$ cat src/design/ffra_pkg.sv
package ffra_pkg;

    // Request and response field widths
    localparam int OP_W   = 1;
    localparam int POS_W  = 6;
    localparam int SIZE_W = 7;

    // Operation codes
    localparam logic [OP_W-1:0] OP_ALLOC = 1'b0;
    localparam logic [OP_W-1:0] OP_FREE  = 1'b1;

    // Controller states, one-hot
    typedef enum logic [5:0] {
        ST_CLR  = 6'b000001,
        ST_IDLE = 6'b000010,
        ST_SCAN = 6'b000100,
        ST_PICK = 6'b001000,
        ST_MARK = 6'b010000,
        ST_DONE = 6'b100000
    } t_state;

endpackage

$ cat src/design/ffra_ram.sv
module ffra_ram #(
    parameter int WIDTH = 64,
    parameter int DEPTH = 64
) (
    input  logic                     i_clk,
    input  logic                     i_wr_en,
    input  logic [$clog2(DEPTH)-1:0] i_wr_addr,
    input  logic [WIDTH-1:0]         i_wr_data,
    input  logic                     i_rd_en,
    input  logic [$clog2(DEPTH)-1:0] i_rd_addr,
    output logic [WIDTH-1:0]         o_rd_data
);

    logic [WIDTH-1:0] r_mem [DEPTH];
    logic [WIDTH-1:0] r_rd_data;

    // One write port, one registered read port
    always_ff @(posedge i_clk) begin
        if (i_wr_en) begin
            r_mem[i_wr_addr] <= i_wr_data;
        end
        if (i_rd_en) begin
            r_rd_data <= r_mem[i_rd_addr];
        end
    end

    assign o_rd_data = r_rd_data;

endmodule

$ cat src/design/first_fit_2d_region_allocator_core.sv
// First-fit 2D region allocator over a GRID_SIZE x GRID_SIZE occupancy grid.
//
// Request channel (i_req_valid / o_req_ready): operation, rect_x, rect_y,
// rect_w, rect_h. Response channel (o_rsp_valid / i_rsp_ready): success,
// place_x, place_y. Every request gives exactly one response, in order.
//
// The grid lives in one RAM, one row per word. An allocate request scans
// candidate top rows in order; for each candidate it streams the covered
// rows through a width erosion and ANDs them into a fit mask, one row a
// cycle, dropping the candidate as soon as the mask empties (and skipping
// past a row that alone has no free run). A hit then goes through pick,
// mark and load of the response register; a miss loads a failure. A free
// request clears the covered rows that lie inside the grid. An allocate
// with a zero size or one above GRID_SIZE fails without a scan. Rows are
// updated read-modify-write.
//
// After reset the block clears the RAM, one row a cycle, with o_req_ready
// low. A stalled response is held in the output register; one more request
// can be taken and worked on meanwhile.
module first_fit_2d_region_allocator_core #(
    parameter int GRID_SIZE = 64
) (
    input  logic                        i_clk,
    input  logic                        i_rst_n,

    input  logic                        i_req_valid,
    output logic                        o_req_ready,
    input  logic [ffra_pkg::OP_W-1:0]   i_operation,
    input  logic [ffra_pkg::POS_W-1:0]  i_rect_x,
    input  logic [ffra_pkg::POS_W-1:0]  i_rect_y,
    input  logic [ffra_pkg::SIZE_W-1:0] i_rect_w,
    input  logic [ffra_pkg::SIZE_W-1:0] i_rect_h,

    output logic                        o_rsp_valid,
    input  logic                        i_rsp_ready,
    output logic                        o_success,
    output logic [ffra_pkg::POS_W-1:0]  o_place_x,
    output logic [ffra_pkg::POS_W-1:0]  o_place_y
);

    import ffra_pkg::*;

    localparam int AW = $clog2(GRID_SIZE);
    localparam int IW = (AW + 2 > 8) ? AW + 2 : 8;
    localparam logic [IW-1:0] G_IW = IW'(GRID_SIZE);

    // Positions c where w consecutive free cells start inside the row
    function automatic logic [GRID_SIZE-1:0] erode(
        input logic [GRID_SIZE-1:0] row,
        input logic [SIZE_W-1:0]    w
    );
        logic [GRID_SIZE:0] p;
        logic [GRID_SIZE:0] run;
        p   = {1'b0, ~row};
        run = '1;
        for (int k = 0; k < SIZE_W; k++) begin
            if (w[k]) begin
                run = p & (run >> (1 << k));
            end
            p = p & (p >> (1 << k));
        end
        return run[GRID_SIZE-1:0];
    endfunction

    // Lowest set bit index
    function automatic logic [IW-1:0] first_set(input logic [GRID_SIZE-1:0] v);
        logic [IW-1:0] idx;
        idx = '0;
        for (int c = GRID_SIZE - 1; c >= 0; c--) begin
            if (v[c]) begin
                idx = IW'(c);
            end
        end
        return idx;
    endfunction

    t_state               r_state, n_state;
    logic [IW-1:0]        r_row, n_row;
    logic [IW-1:0]        r_end, n_end;
    logic [IW-1:0]        r_y, n_y;
    logic [IW-1:0]        r_x, n_x;
    logic [IW-1:0]        r_h, n_h;
    logic [SIZE_W-1:0]    r_w, n_w;
    logic                 r_set, n_set;
    logic                 r_pend, n_pend;
    logic [IW-1:0]        r_pend_row, n_pend_row;
    logic [GRID_SIZE-1:0] r_fit, n_fit;
    logic                 r_res_ok, n_res_ok;
    logic [POS_W-1:0]     r_res_x, n_res_x;
    logic [POS_W-1:0]     r_res_y, n_res_y;
    logic                 r_ov, n_ov;
    logic                 r_ok, n_ok;
    logic [POS_W-1:0]     r_px, n_px;
    logic [POS_W-1:0]     r_py, n_py;

    logic                 rd_en;
    logic [AW-1:0]        rd_addr;
    logic [GRID_SIZE-1:0] rd_data;
    logic                 wr_en;
    logic [AW-1:0]        wr_addr;
    logic [GRID_SIZE-1:0] wr_data;

    logic [GRID_SIZE-1:0] ero;
    logic [GRID_SIZE-1:0] fit_n;
    logic [GRID_SIZE-1:0] mask;
    logic [GRID_SIZE-1:0] mod_row;
    logic [IW-1:0]        cand_end;
    logic [IW-1:0]        nxt_y;
    logic [IW-1:0]        free_end;
    logic [IW-1:0]        pick_x;
    logic                 bad_size;

    ffra_ram #(
        .WIDTH (GRID_SIZE),
        .DEPTH (GRID_SIZE)
    ) u_grid (
        .i_clk     (i_clk),
        .i_wr_en   (wr_en),
        .i_wr_addr (wr_addr),
        .i_wr_data (wr_data),
        .i_rd_en   (rd_en),
        .i_rd_addr (rd_addr),
        .o_rd_data (rd_data)
    );

    // Row datapath: erosion for the scan, masked update for mark/free
    always_comb begin
        for (int c = 0; c < GRID_SIZE; c++) begin
            mask[c] = (c >= int'(r_x)) && (c < int'(r_x) + int'(r_w));
        end
    end

    assign ero      = erode(rd_data, r_w);
    assign fit_n    = r_fit & ero;
    assign mod_row  = r_set ? (rd_data | mask) : (rd_data & ~mask);
    assign cand_end = r_y + r_h;
    assign nxt_y    = (ero == '0) ? r_pend_row + IW'(1) : r_y + IW'(1);
    assign free_end = ((IW'(i_rect_y) + IW'(i_rect_h)) > G_IW) ?
                      G_IW : IW'(i_rect_y) + IW'(i_rect_h);
    assign pick_x   = first_set(r_fit);
    assign bad_size = (i_rect_w == '0) || (i_rect_h == '0) ||
                      (int'(i_rect_w) > GRID_SIZE) || (int'(i_rect_h) > GRID_SIZE);

    assign o_req_ready = (r_state == ST_IDLE);

    // Controller
    always_comb begin
        n_state    = r_state;
        n_row      = r_row;
        n_end      = r_end;
        n_y        = r_y;
        n_x        = r_x;
        n_h        = r_h;
        n_w        = r_w;
        n_set      = r_set;
        n_pend     = r_pend;
        n_pend_row = r_pend_row;
        n_fit      = r_fit;
        n_res_ok   = r_res_ok;
        n_res_x    = r_res_x;
        n_res_y    = r_res_y;
        n_ov       = r_ov;
        n_ok       = r_ok;
        n_px       = r_px;
        n_py       = r_py;
        rd_en      = 1'b0;
        rd_addr    = r_row[AW-1:0];
        wr_en      = 1'b0;
        wr_addr    = r_pend_row[AW-1:0];
        wr_data    = mod_row;

        if (r_ov && i_rsp_ready) begin
            n_ov = 1'b0;
        end

        case (r_state)
            ST_CLR: begin
                wr_en   = 1'b1;
                wr_addr = r_row[AW-1:0];
                wr_data = '0;
                n_row   = r_row + IW'(1);
                if (r_row == G_IW - IW'(1)) begin
                    n_row   = '0;
                    n_state = ST_IDLE;
                end
            end

            ST_IDLE: begin
                if (i_req_valid) begin
                    n_w    = i_rect_w;
                    n_h    = IW'(i_rect_h);
                    n_x    = IW'(i_rect_x);
                    n_pend = 1'b0;
                    if (i_operation == OP_FREE) begin
                        n_set    = 1'b0;
                        n_row    = IW'(i_rect_y);
                        n_end    = free_end;
                        n_res_ok = 1'b1;
                        n_res_x  = '0;
                        n_res_y  = '0;
                        n_state  = ST_MARK;
                    end else if (bad_size) begin
                        n_res_ok = 1'b0;
                        n_res_x  = '0;
                        n_res_y  = '0;
                        n_state  = ST_DONE;
                    end else begin
                        n_set   = 1'b1;
                        n_y     = '0;
                        n_row   = '0;
                        n_fit   = '1;
                        n_state = ST_SCAN;
                    end
                end
            end

            ST_SCAN: begin
                n_pend = 1'b0;
                if (r_pend && (ero == '0 || fit_n == '0)) begin
                    // Candidate dead: move on, drop any read in flight
                    if (nxt_y + r_h > G_IW) begin
                        n_res_ok = 1'b0;
                        n_res_x  = '0;
                        n_res_y  = '0;
                        n_state  = ST_DONE;
                    end else begin
                        n_y   = nxt_y;
                        n_row = nxt_y;
                        n_fit = '1;
                    end
                end else begin
                    if (r_pend) begin
                        n_fit = fit_n;
                        if (r_pend_row == cand_end - IW'(1)) begin
                            n_state = ST_PICK;
                        end
                    end
                    if (r_row < cand_end) begin
                        rd_en      = 1'b1;
                        n_row      = r_row + IW'(1);
                        n_pend     = 1'b1;
                        n_pend_row = r_row;
                    end
                end
            end

            ST_PICK: begin
                n_x      = pick_x;
                n_row    = r_y;
                n_end    = cand_end;
                n_pend   = 1'b0;
                n_res_ok = 1'b1;
                n_res_x  = pick_x[POS_W-1:0];
                n_res_y  = r_y[POS_W-1:0];
                n_state  = ST_MARK;
            end

            ST_MARK: begin
                // Streamed read-modify-write, one row per cycle
                wr_en  = r_pend;
                n_pend = 1'b0;
                if (r_row < r_end) begin
                    rd_en      = 1'b1;
                    n_row      = r_row + IW'(1);
                    n_pend     = 1'b1;
                    n_pend_row = r_row;
                end else if (!r_pend) begin
                    n_state = ST_DONE;
                end
            end

            ST_DONE: begin
                if (!r_ov || i_rsp_ready) begin
                    n_ov    = 1'b1;
                    n_ok    = r_res_ok;
                    n_px    = r_res_x;
                    n_py    = r_res_y;
                    n_state = ST_IDLE;
                end
            end

            default: begin
                n_state = ST_IDLE;
            end
        endcase
    end

    // Control registers
    always_ff @(posedge i_clk) begin
        if (!i_rst_n) begin
            r_state <= ST_CLR;
            r_row   <= '0;
            r_pend  <= 1'b0;
            r_ov    <= 1'b0;
        end else begin
            r_state <= n_state;
            r_row   <= n_row;
            r_pend  <= n_pend;
            r_ov    <= n_ov;
        end
    end

    // Payload registers
    always_ff @(posedge i_clk) begin
        r_end      <= n_end;
        r_y        <= n_y;
        r_x        <= n_x;
        r_h        <= n_h;
        r_w        <= n_w;
        r_set      <= n_set;
        r_pend_row <= n_pend_row;
        r_fit      <= n_fit;
        r_res_ok   <= n_res_ok;
        r_res_x    <= n_res_x;
        r_res_y    <= n_res_y;
        r_ok       <= n_ok;
        r_px       <= n_px;
        r_py       <= n_py;
    end

    assign o_rsp_valid = r_ov;
    assign o_success   = r_ok;
    assign o_place_x   = r_px;
    assign o_place_y   = r_py;

endmodule
$ cat config.mk
export PLATFORM = sky130hd
export DESIGN_NAME = first_fit_2d_region_allocator_core
export DESIGN_NICKNAME = d
export VERILOG_FILES = /design/src/design/ffra_pkg.sv /design/src/design/ffra_ram.sv /design/src/design/first_fit_2d_region_allocator_core.sv
export SDC_FILE = /design/constraint.sdc
export NUM_CORES = 2
export LEC_CHECK = 0
export BUFFER_PORTS_ARGS = -buffer_cell sky130_fd_sc_hd__buf_4
export CAP_MARGIN = 20
export CORE_ASPECT_RATIO = 1.25
export CORE_UTILIZATION = 55
export CTS_CLUSTER_SIZE = 40
export DETAILED_ROUTE_END_ITERATION = 8
export GPL_ROUTABILITY_DRIVEN = 1
export GPL_TIMING_DRIVEN = 0
export PLACE_DENSITY_LB_ADDON = 0.2
export SETUP_SLACK_MARGIN = 0.02
export SYNTH_ARGS = -nofsm -noshare
export SYNTH_HDL_FRONTEND = slang
export SYNTH_SLANG_ARGS = --single-unit
$ cat constraint.sdc
create_clock -name i_clk -period 22.9 [get_ports i_clk]
set_input_delay 1.145 -clock i_clk [delete_from_list [all_inputs] [get_ports i_clk]]
set_output_delay 1.145 -clock i_clk [all_outputs]
set_load 0.05 [all_outputs]
# Word level (Yosys, flattened, before mapping)
# Memories as Yosys holds them, arrays and structs flattened. A register that Yosys moved wholly into a read port is not among the register bits.
# Cells that the tools add are included.
# Widths: inputs -> output; s select.
# op_classes
add_sub_neg	8
n_lt_le_gt_ge	134
eq_ne	30
n_mux	143
bitwise_logic	17
n_reduce_logical	94
# ops
operator	n
$lt 7x32->1 const A	31
$mux 8	78
$mux 64	9
$lt 6x32->1 const A	16
$mux 65	6
$ge 6x8->1 const A	32
$lt 5x32->1 const A	8
$mux 6	22
$and 64x63->64	2
$and 64x64->64	2
$ge 5x8->1 const A	16
$logic_not 64->1	2
$lt 4x32->1 const A	4
$not 64->64	2
$pmux 64 s2	1
$logic_and 1x1->1	66
$and 64x1->64	1
$and 64x32->64	1
$and 64x33->64	1
$and 64x48->64	1
$and 64x49->64	1
$and 64x56->64	1
$and 64x57->64	1
$and 64x60->64	1
52 further kinds	121
# totals
reg_bits	153
mem_bits_rw	4096
input_bits	31
output_inout_bits	15
wordCells	445
memories	1
# mem_list
name	words	width	read_ports	rd_ports_with_merged_regs	wr	line	source
u_grid.r_mem	64	64	1	1	1	ffra_ram.sv:14	logic [WIDTH-1:0] r_mem [DEPTH];

# Depth between registers and ports, before layout
# logic_depth
word_depth	65
depth_mapped	35
depth_no_buf	27

# By module
# A second synthesis with hierarchy kept.
# unflattened
hier_cells	9116
hier_area_um2	175234.3
# by_module_without_submodules
module	instances	cells_per_inst	area_each_um2	seq_area_each_um2
ffra_ram	1	6812	157528.6	124919.8
first_fit_2d_region_allocator_core	1	2304	17705.7	4374.2

# Worst setup path after synthesis
# OpenSTA, ideal clock, no wires.
# synth_timing
path_kind	reg2reg
from	register u_grid.r_rd_data[51], in the netlist u_grid.o_rd_data[51] (read register of u_grid.r_mem)
to	register r_fit[0], enable pin
setup_time_ns	0.565
arrival_ns	9.653
setup_slack_ns	12.683
path_stages_with_launch	29
n_path_buf	2
path_cell_list	edfxtp_1 or4_1 a2111o_1 a2111oi_0 o211ai_1 a31oi_1 nor2_1 o211ai_1 and4bb_1 nand4_2 clkbuf_1 mux2_2 ha_1 and3_1 xor2_1 mux2i_1 inv_1 ha_1 inv_1 o21bai_1 a21oi_1 xnor2_1 o21ai_0 nand2_1 nor2_1 o21ai_0 and3b_1 buf_6 nor3_1
# synth_via
elab_chain_len	18
word_cells_on_any_way	31
cone_classes	add/sub (1); order compare (1); eq/ne (2); mux (8); bitwise (14); reduce/logical (5)
# synth_lines
item	line	source
from (decl)	ffra_ram.sv:15	logic [WIDTH-1:0] r_rd_data;
$not 64->64 *	first_fit_2d_region_allocator_core.sv:54	p = {1'b0, ~row};
$mux 65 / $and 64x63->64 (equally long branches)	first_fit_2d_region_allocator_core.sv:57, first_fit_2d_region_allocator_core.sv:60	
$and 64x63->64	first_fit_2d_region_allocator_core.sv:58	run = p & (run >> (1 << k));
$mux 65	first_fit_2d_region_allocator_core.sv:57	if (w[k]) begin
$and 64x61->64	first_fit_2d_region_allocator_core.sv:58	
$mux 65	first_fit_2d_region_allocator_core.sv:57	
$and 64x57->64	first_fit_2d_region_allocator_core.sv:58	
$mux 65	first_fit_2d_region_allocator_core.sv:57	
[3 not listed]	n/a	
$mux 64 *	first_fit_2d_region_allocator_core.sv:57	
$logic_not 64->1 *	first_fit_2d_region_allocator_core.sv:137	assign nxt_y = (ero == '0) ? r_pend_row + IW'(1) : r_y + IW'(1);
$mux 8 *	first_fit_2d_region_allocator_core.sv:137	
via nxt_y[4]	first_fit_2d_region_allocator_core.sv:108	logic [IW-1:0] nxt_y;
$add 8x7->8 *	first_fit_2d_region_allocator_core.sv:221	if (nxt_y + r_h > G_IW) begin
$gt 8x7->1 *	first_fit_2d_region_allocator_core.sv:221	
$ne 3x3->1 (no source line) *	n/a	
$reduce_and 6->1 (no source line) *	n/a	
to (signal assigned)	first_fit_2d_region_allocator_core.sv:312	r_fit <= n_fit;
to (decl)	first_fit_2d_region_allocator_core.sv:87	logic [GRID_SIZE-1:0] r_fit, n_fit;
# Mark *: on every way through the listed nets, which the timed path passes. The rest lies on a longest branch.
# A chain may end at the register's enable or synchronous reset.

# Final worst setup path
# layout_timing
from	register r_w[4]
to	register r_fit[7], enable pin
# layout_via
elab_chain_len	10
word_cells_on_any_way	16
cone_classes	add/sub (1); order compare (1); eq/ne (2); mux (4); bitwise (3); reduce/logical (5)
# layout_lines
item	line	source
from (decl)	first_fit_2d_region_allocator_core.sv:83	logic [SIZE_W-1:0] r_w, n_w;
from (signal assigned)	first_fit_2d_region_allocator_core.sv:309	r_w <= n_w;
$mux 65 *	first_fit_2d_region_allocator_core.sv:57	
$and 64x33->64 / $mux 65 (equally long branches)	first_fit_2d_region_allocator_core.sv:58, first_fit_2d_region_allocator_core.sv:57	
$mux 65 *	first_fit_2d_region_allocator_core.sv:57	
$mux 64 *	first_fit_2d_region_allocator_core.sv:57	
$logic_not 64->1 *	first_fit_2d_region_allocator_core.sv:137	
$mux 8 *	first_fit_2d_region_allocator_core.sv:137	
via nxt_y[4]	first_fit_2d_region_allocator_core.sv:108	
$add 8x7->8 *	first_fit_2d_region_allocator_core.sv:221	
$gt 8x7->1 *	first_fit_2d_region_allocator_core.sv:221	
$ne 3x3->1 (no source line) *	n/a	
$reduce_and 6->1 (no source line) *	n/a	
# Marks and branches as above.

==> flow_summary.ini <==
[run_status]
outcome = finished, violations left
violations = design-rule violations

[final_layout]
layout-drive-gt1-share_pct = 29.0
nets = 9133
fill_cells = 20500
area.growth.synth_to_final_pct = 15.8

[logic_synthesis]
synth_area_leader_cell = edfxtp_1
synth-seq-area-share_pct = 74.2
synth_top_area_share_pct = 74.0
synthFlopType = edfxtp_1
ys_warn_count = 0
synthesis.instances = 8197
synthArstFlopShare_pct = 0
synthesis.nets = 8275
syn_avg_cell_area_sq_um = 21.3
synth_area_leaders = edfxtp_1, mux4_2, clkbuf_1
synth_cell_types = 100
synth_edf_count = 4295
synth.cell_area_sq_mm = 0.174
synth-seq-cells = 4311

[clock_network]
cts.clk_slew.worst_paths_ns = 0.06
post_cts_buffers = 0
cts_tree = built
numCtsBuffers = 406
hold_buffers = 0
cts_resized = 0
clock_sinks = 4311
clockBufferDepth = 4
htreeDepth = 5
cts_root_buffer = clkbuf_16
clk_latency_ns = 0.97

[timing]
fin_hold_ws_ns = 0.389
rsz0062_at_grt = false
fin_crit_sh_pct = 47.9
setup_viol = 0
maxSlewViolCount = 0
finalHoldViolCount = 0
fin_crit_ns = 10.97
fmax_ghz = 0.0911
slew_headroom_pct = 0.608
finClkSkew_ns = 0.0384
tightestPinTransition_ns = 1.49
tns_ns = 0

[detailed_routing]
drt-vias-per-instance = 6.97
wl_per_cell_microns = 41.9
route.detailed.drc = 40
dr.pass1.iters = 8
totalWireLength_mm = 571
drt_iter0_markers = 13400
via_count = 95000
antenna_left = 0

[pwr]
p_comb_share_pct = 25.9
swShare_pct = 29.1
p_per_area_mw_per_mm2 = 111
intPower_uw = 15900
p_switching_uw = 6520
p_leak_uw = 0.0616
ir_drop_uv = 93.5
power_frac_clock_pct = 30.4
seqPwrFrac_pct = 43.7

[placed_design]
place_hpwl_mm = 413
portBuffers = 44
gp_congestion = 0.989

[worst_setup_path]
cpPeakStageDelay_ns = 0.85
critPathSlowestCell = clkbuf_1
required_ns = 23.55
worstSetupPathType = reg -> reg
start_kind = flip-flop
cp_top_family = buffers and inverters
cp_max_fo = 13
worstPathArrival_ns = 11.63
crit_top_cell = clkbuf_1
crit_path_end_kind = flip-flop
path_buf_inv = 11

[floorplanning]
die_area_sq_mm = 0.319
fp.dieW_microns = 505
core_sq_mm = 0.315
rows = 230
die_h_microns = 631
num_io_pins = 46
initial_core_util_pct = 55.4

[global_route]
grt_pass1_wl_mm = 776
grt_pass1_vias = 94100
grt_use_total_pct = 36.0
antenna_found_initial = 38
grt_max_degree = 62
grt-ovfl-total = 0

[hold_path]
hp-class = in -> reg

[job]
max-cap-violations = 0
## cell usage in the layout, fill, tap and decap left out, types with 60 or more instances in the layout
cell type     n
buf_8        80
clkinv_2     86
clkbuf_16   412
o21ai_0     187
nor4_1       60
nor2_4      120
buf_12      263
nor2_1      160
nor3_1       60
clkinv_1     82
mux4_2     1344
nand2_1     238
a21oi_1     167
clkbuf_1    340
nand3_1      80
edfxtp_1   4295
buf_4        79
mux2i_1      68
buf_1        94
## worst reg2reg max path: cells and delay by family (launching register included)
family          cells  cell delay, ns
xor+xnor            2            0.23
mux                 2            0.71
buf+inv            11            4.36
flops               1            0.53
compound gates      5            1.82
fa+ha+maj           2            0.56
simple gates        8            2.46
## synth_stat cells (18+ instances only)
library cell,number
edfxtp_1,4295
mux4_2,1344
clkbuf_1,320
nor2_1,280
nand2_1,238
o21ai_0,187
a21oi_1,173
buf_1,99
nand3_1,80
mux2i_1,68
nor3_1,63
nor4_1,62
inv_1,59
buf_2,46
ha_1,43
o22ai_1,42
a21o_1,41
nand4_1,40
o211ai_1,39
o21ai_1,35
or4_1,32
xnor2_1,32
a211oi_1,30
and2_1,29
a31oi_1,26
and3_1,25
o2111ai_1,24
o32ai_1,23
nand2b_1,21
nor4_2,20
o31ai_1,19
nor2b_1,18
## state kept, by name, indices dropped and copies added (netlist names), 6 cells and up
register / count
u_grid.r_mem: 4096
r_fit: 64
u_grid.o_rd_data: 64
r_end: 8
r_pend_row: 8
r_row: 8
r_y: 8
r_h: 7
r_w: 7
o_place_x: 6
o_place_y: 6
r_res_x: 6
r_res_y: 6
r_state: 6
r_x: 6
## routing by layer
layer  GRT usage [%]  up-vias  wire length, microns
met5               0        -                   265
met4            21.1       16                 37800
met2            57.4     6200                276000
met3            7.60     1197                 54700
met1            46.1    50700                202000
li1                -    36900                     -
## layout make-up
class / count / area (sq um) / area share, %
Buffer: 489 / 2080 / 1.03
Tap cell: 4176 / 5230 / 2.59
Inverter: 63 / 241 / 0.120
Timing Repair Buffer: 450 / 7760 / 3.84
Antenna cell: 55 / 138 / 0.0682
Clock buffer: 467 / 10500 / 5.21
Clock inverter: 276 / 2850 / 1.41
Sequential cell: 4311 / 129000 / 64.1
Multi-Input combinational cell: 3334 / 43700 / 21.7
## kinds of logic after synthesis
group	Yosys count	share of synthesized area [%]
fa+ha+maj	47	0.355
simple gates	993	2.97
xor+xnor	49	0.246
buf+inv	552	1.30
mux	1418	17.8
compound gates	827	3.14
flops	4311	74.2
## through the flow
| step | area, sq um | cells | utilization (%) | power [uW] | setup slack, ns |
|---|---|---|---|---|---|
| 2_1_floorplan | 174000 | 8197 | - | 13100 | 12.68 |
| 3_3_place_gp | 180000 | 12400 | 57.2 | 15100 | 0.123 |
| 3_5_place_dp | 188000 | 12800 | 59.7 | 15600 | 12.31 |
| 4_1_cts | 201000 | 13500 | 63.9 | 22300 | 12.27 |
| 5_1_grt | 202000 | 13600 | 64.1 | 22900 | 11.74 |
| 6_report | 202000 | 13600 | 64.2 | 22400 | 11.93 |
## final timing paths
check / start / to / slack (ns) / cells past startpoint
setup / recovery: r_w[4]$_DFFE_PP_ / r_fit[7]$_SDFFCE_PP1P_ / 11.93 / 30
hold / removal: i_rect_h[4] / r_h[4]$_DFFE_PP_ / 0.39 / 1
hold reg to reg: r_res_x[4]$_SDFFCE_PN0P_ / o_place_x[4]$_DFFE_PP_ / 0.42 / 0
setup reg to reg: r_w[4]$_DFFE_PP_ / r_fit[7]$_SDFFCE_PP1P_ / 11.93 / 30
## power by group through the flow
stage	sequential [uW]	combinational, uW	clock [uW]
after global routing	9790	5970	7140
after global placement	10100	5000	0
after detailed placement	9940	5680	0
after CTS	9780	5700	6860
final	9780	5790	6810
after floorplan	10000	3110	0
Note: power is estimated with default switching activity, not from simulation.
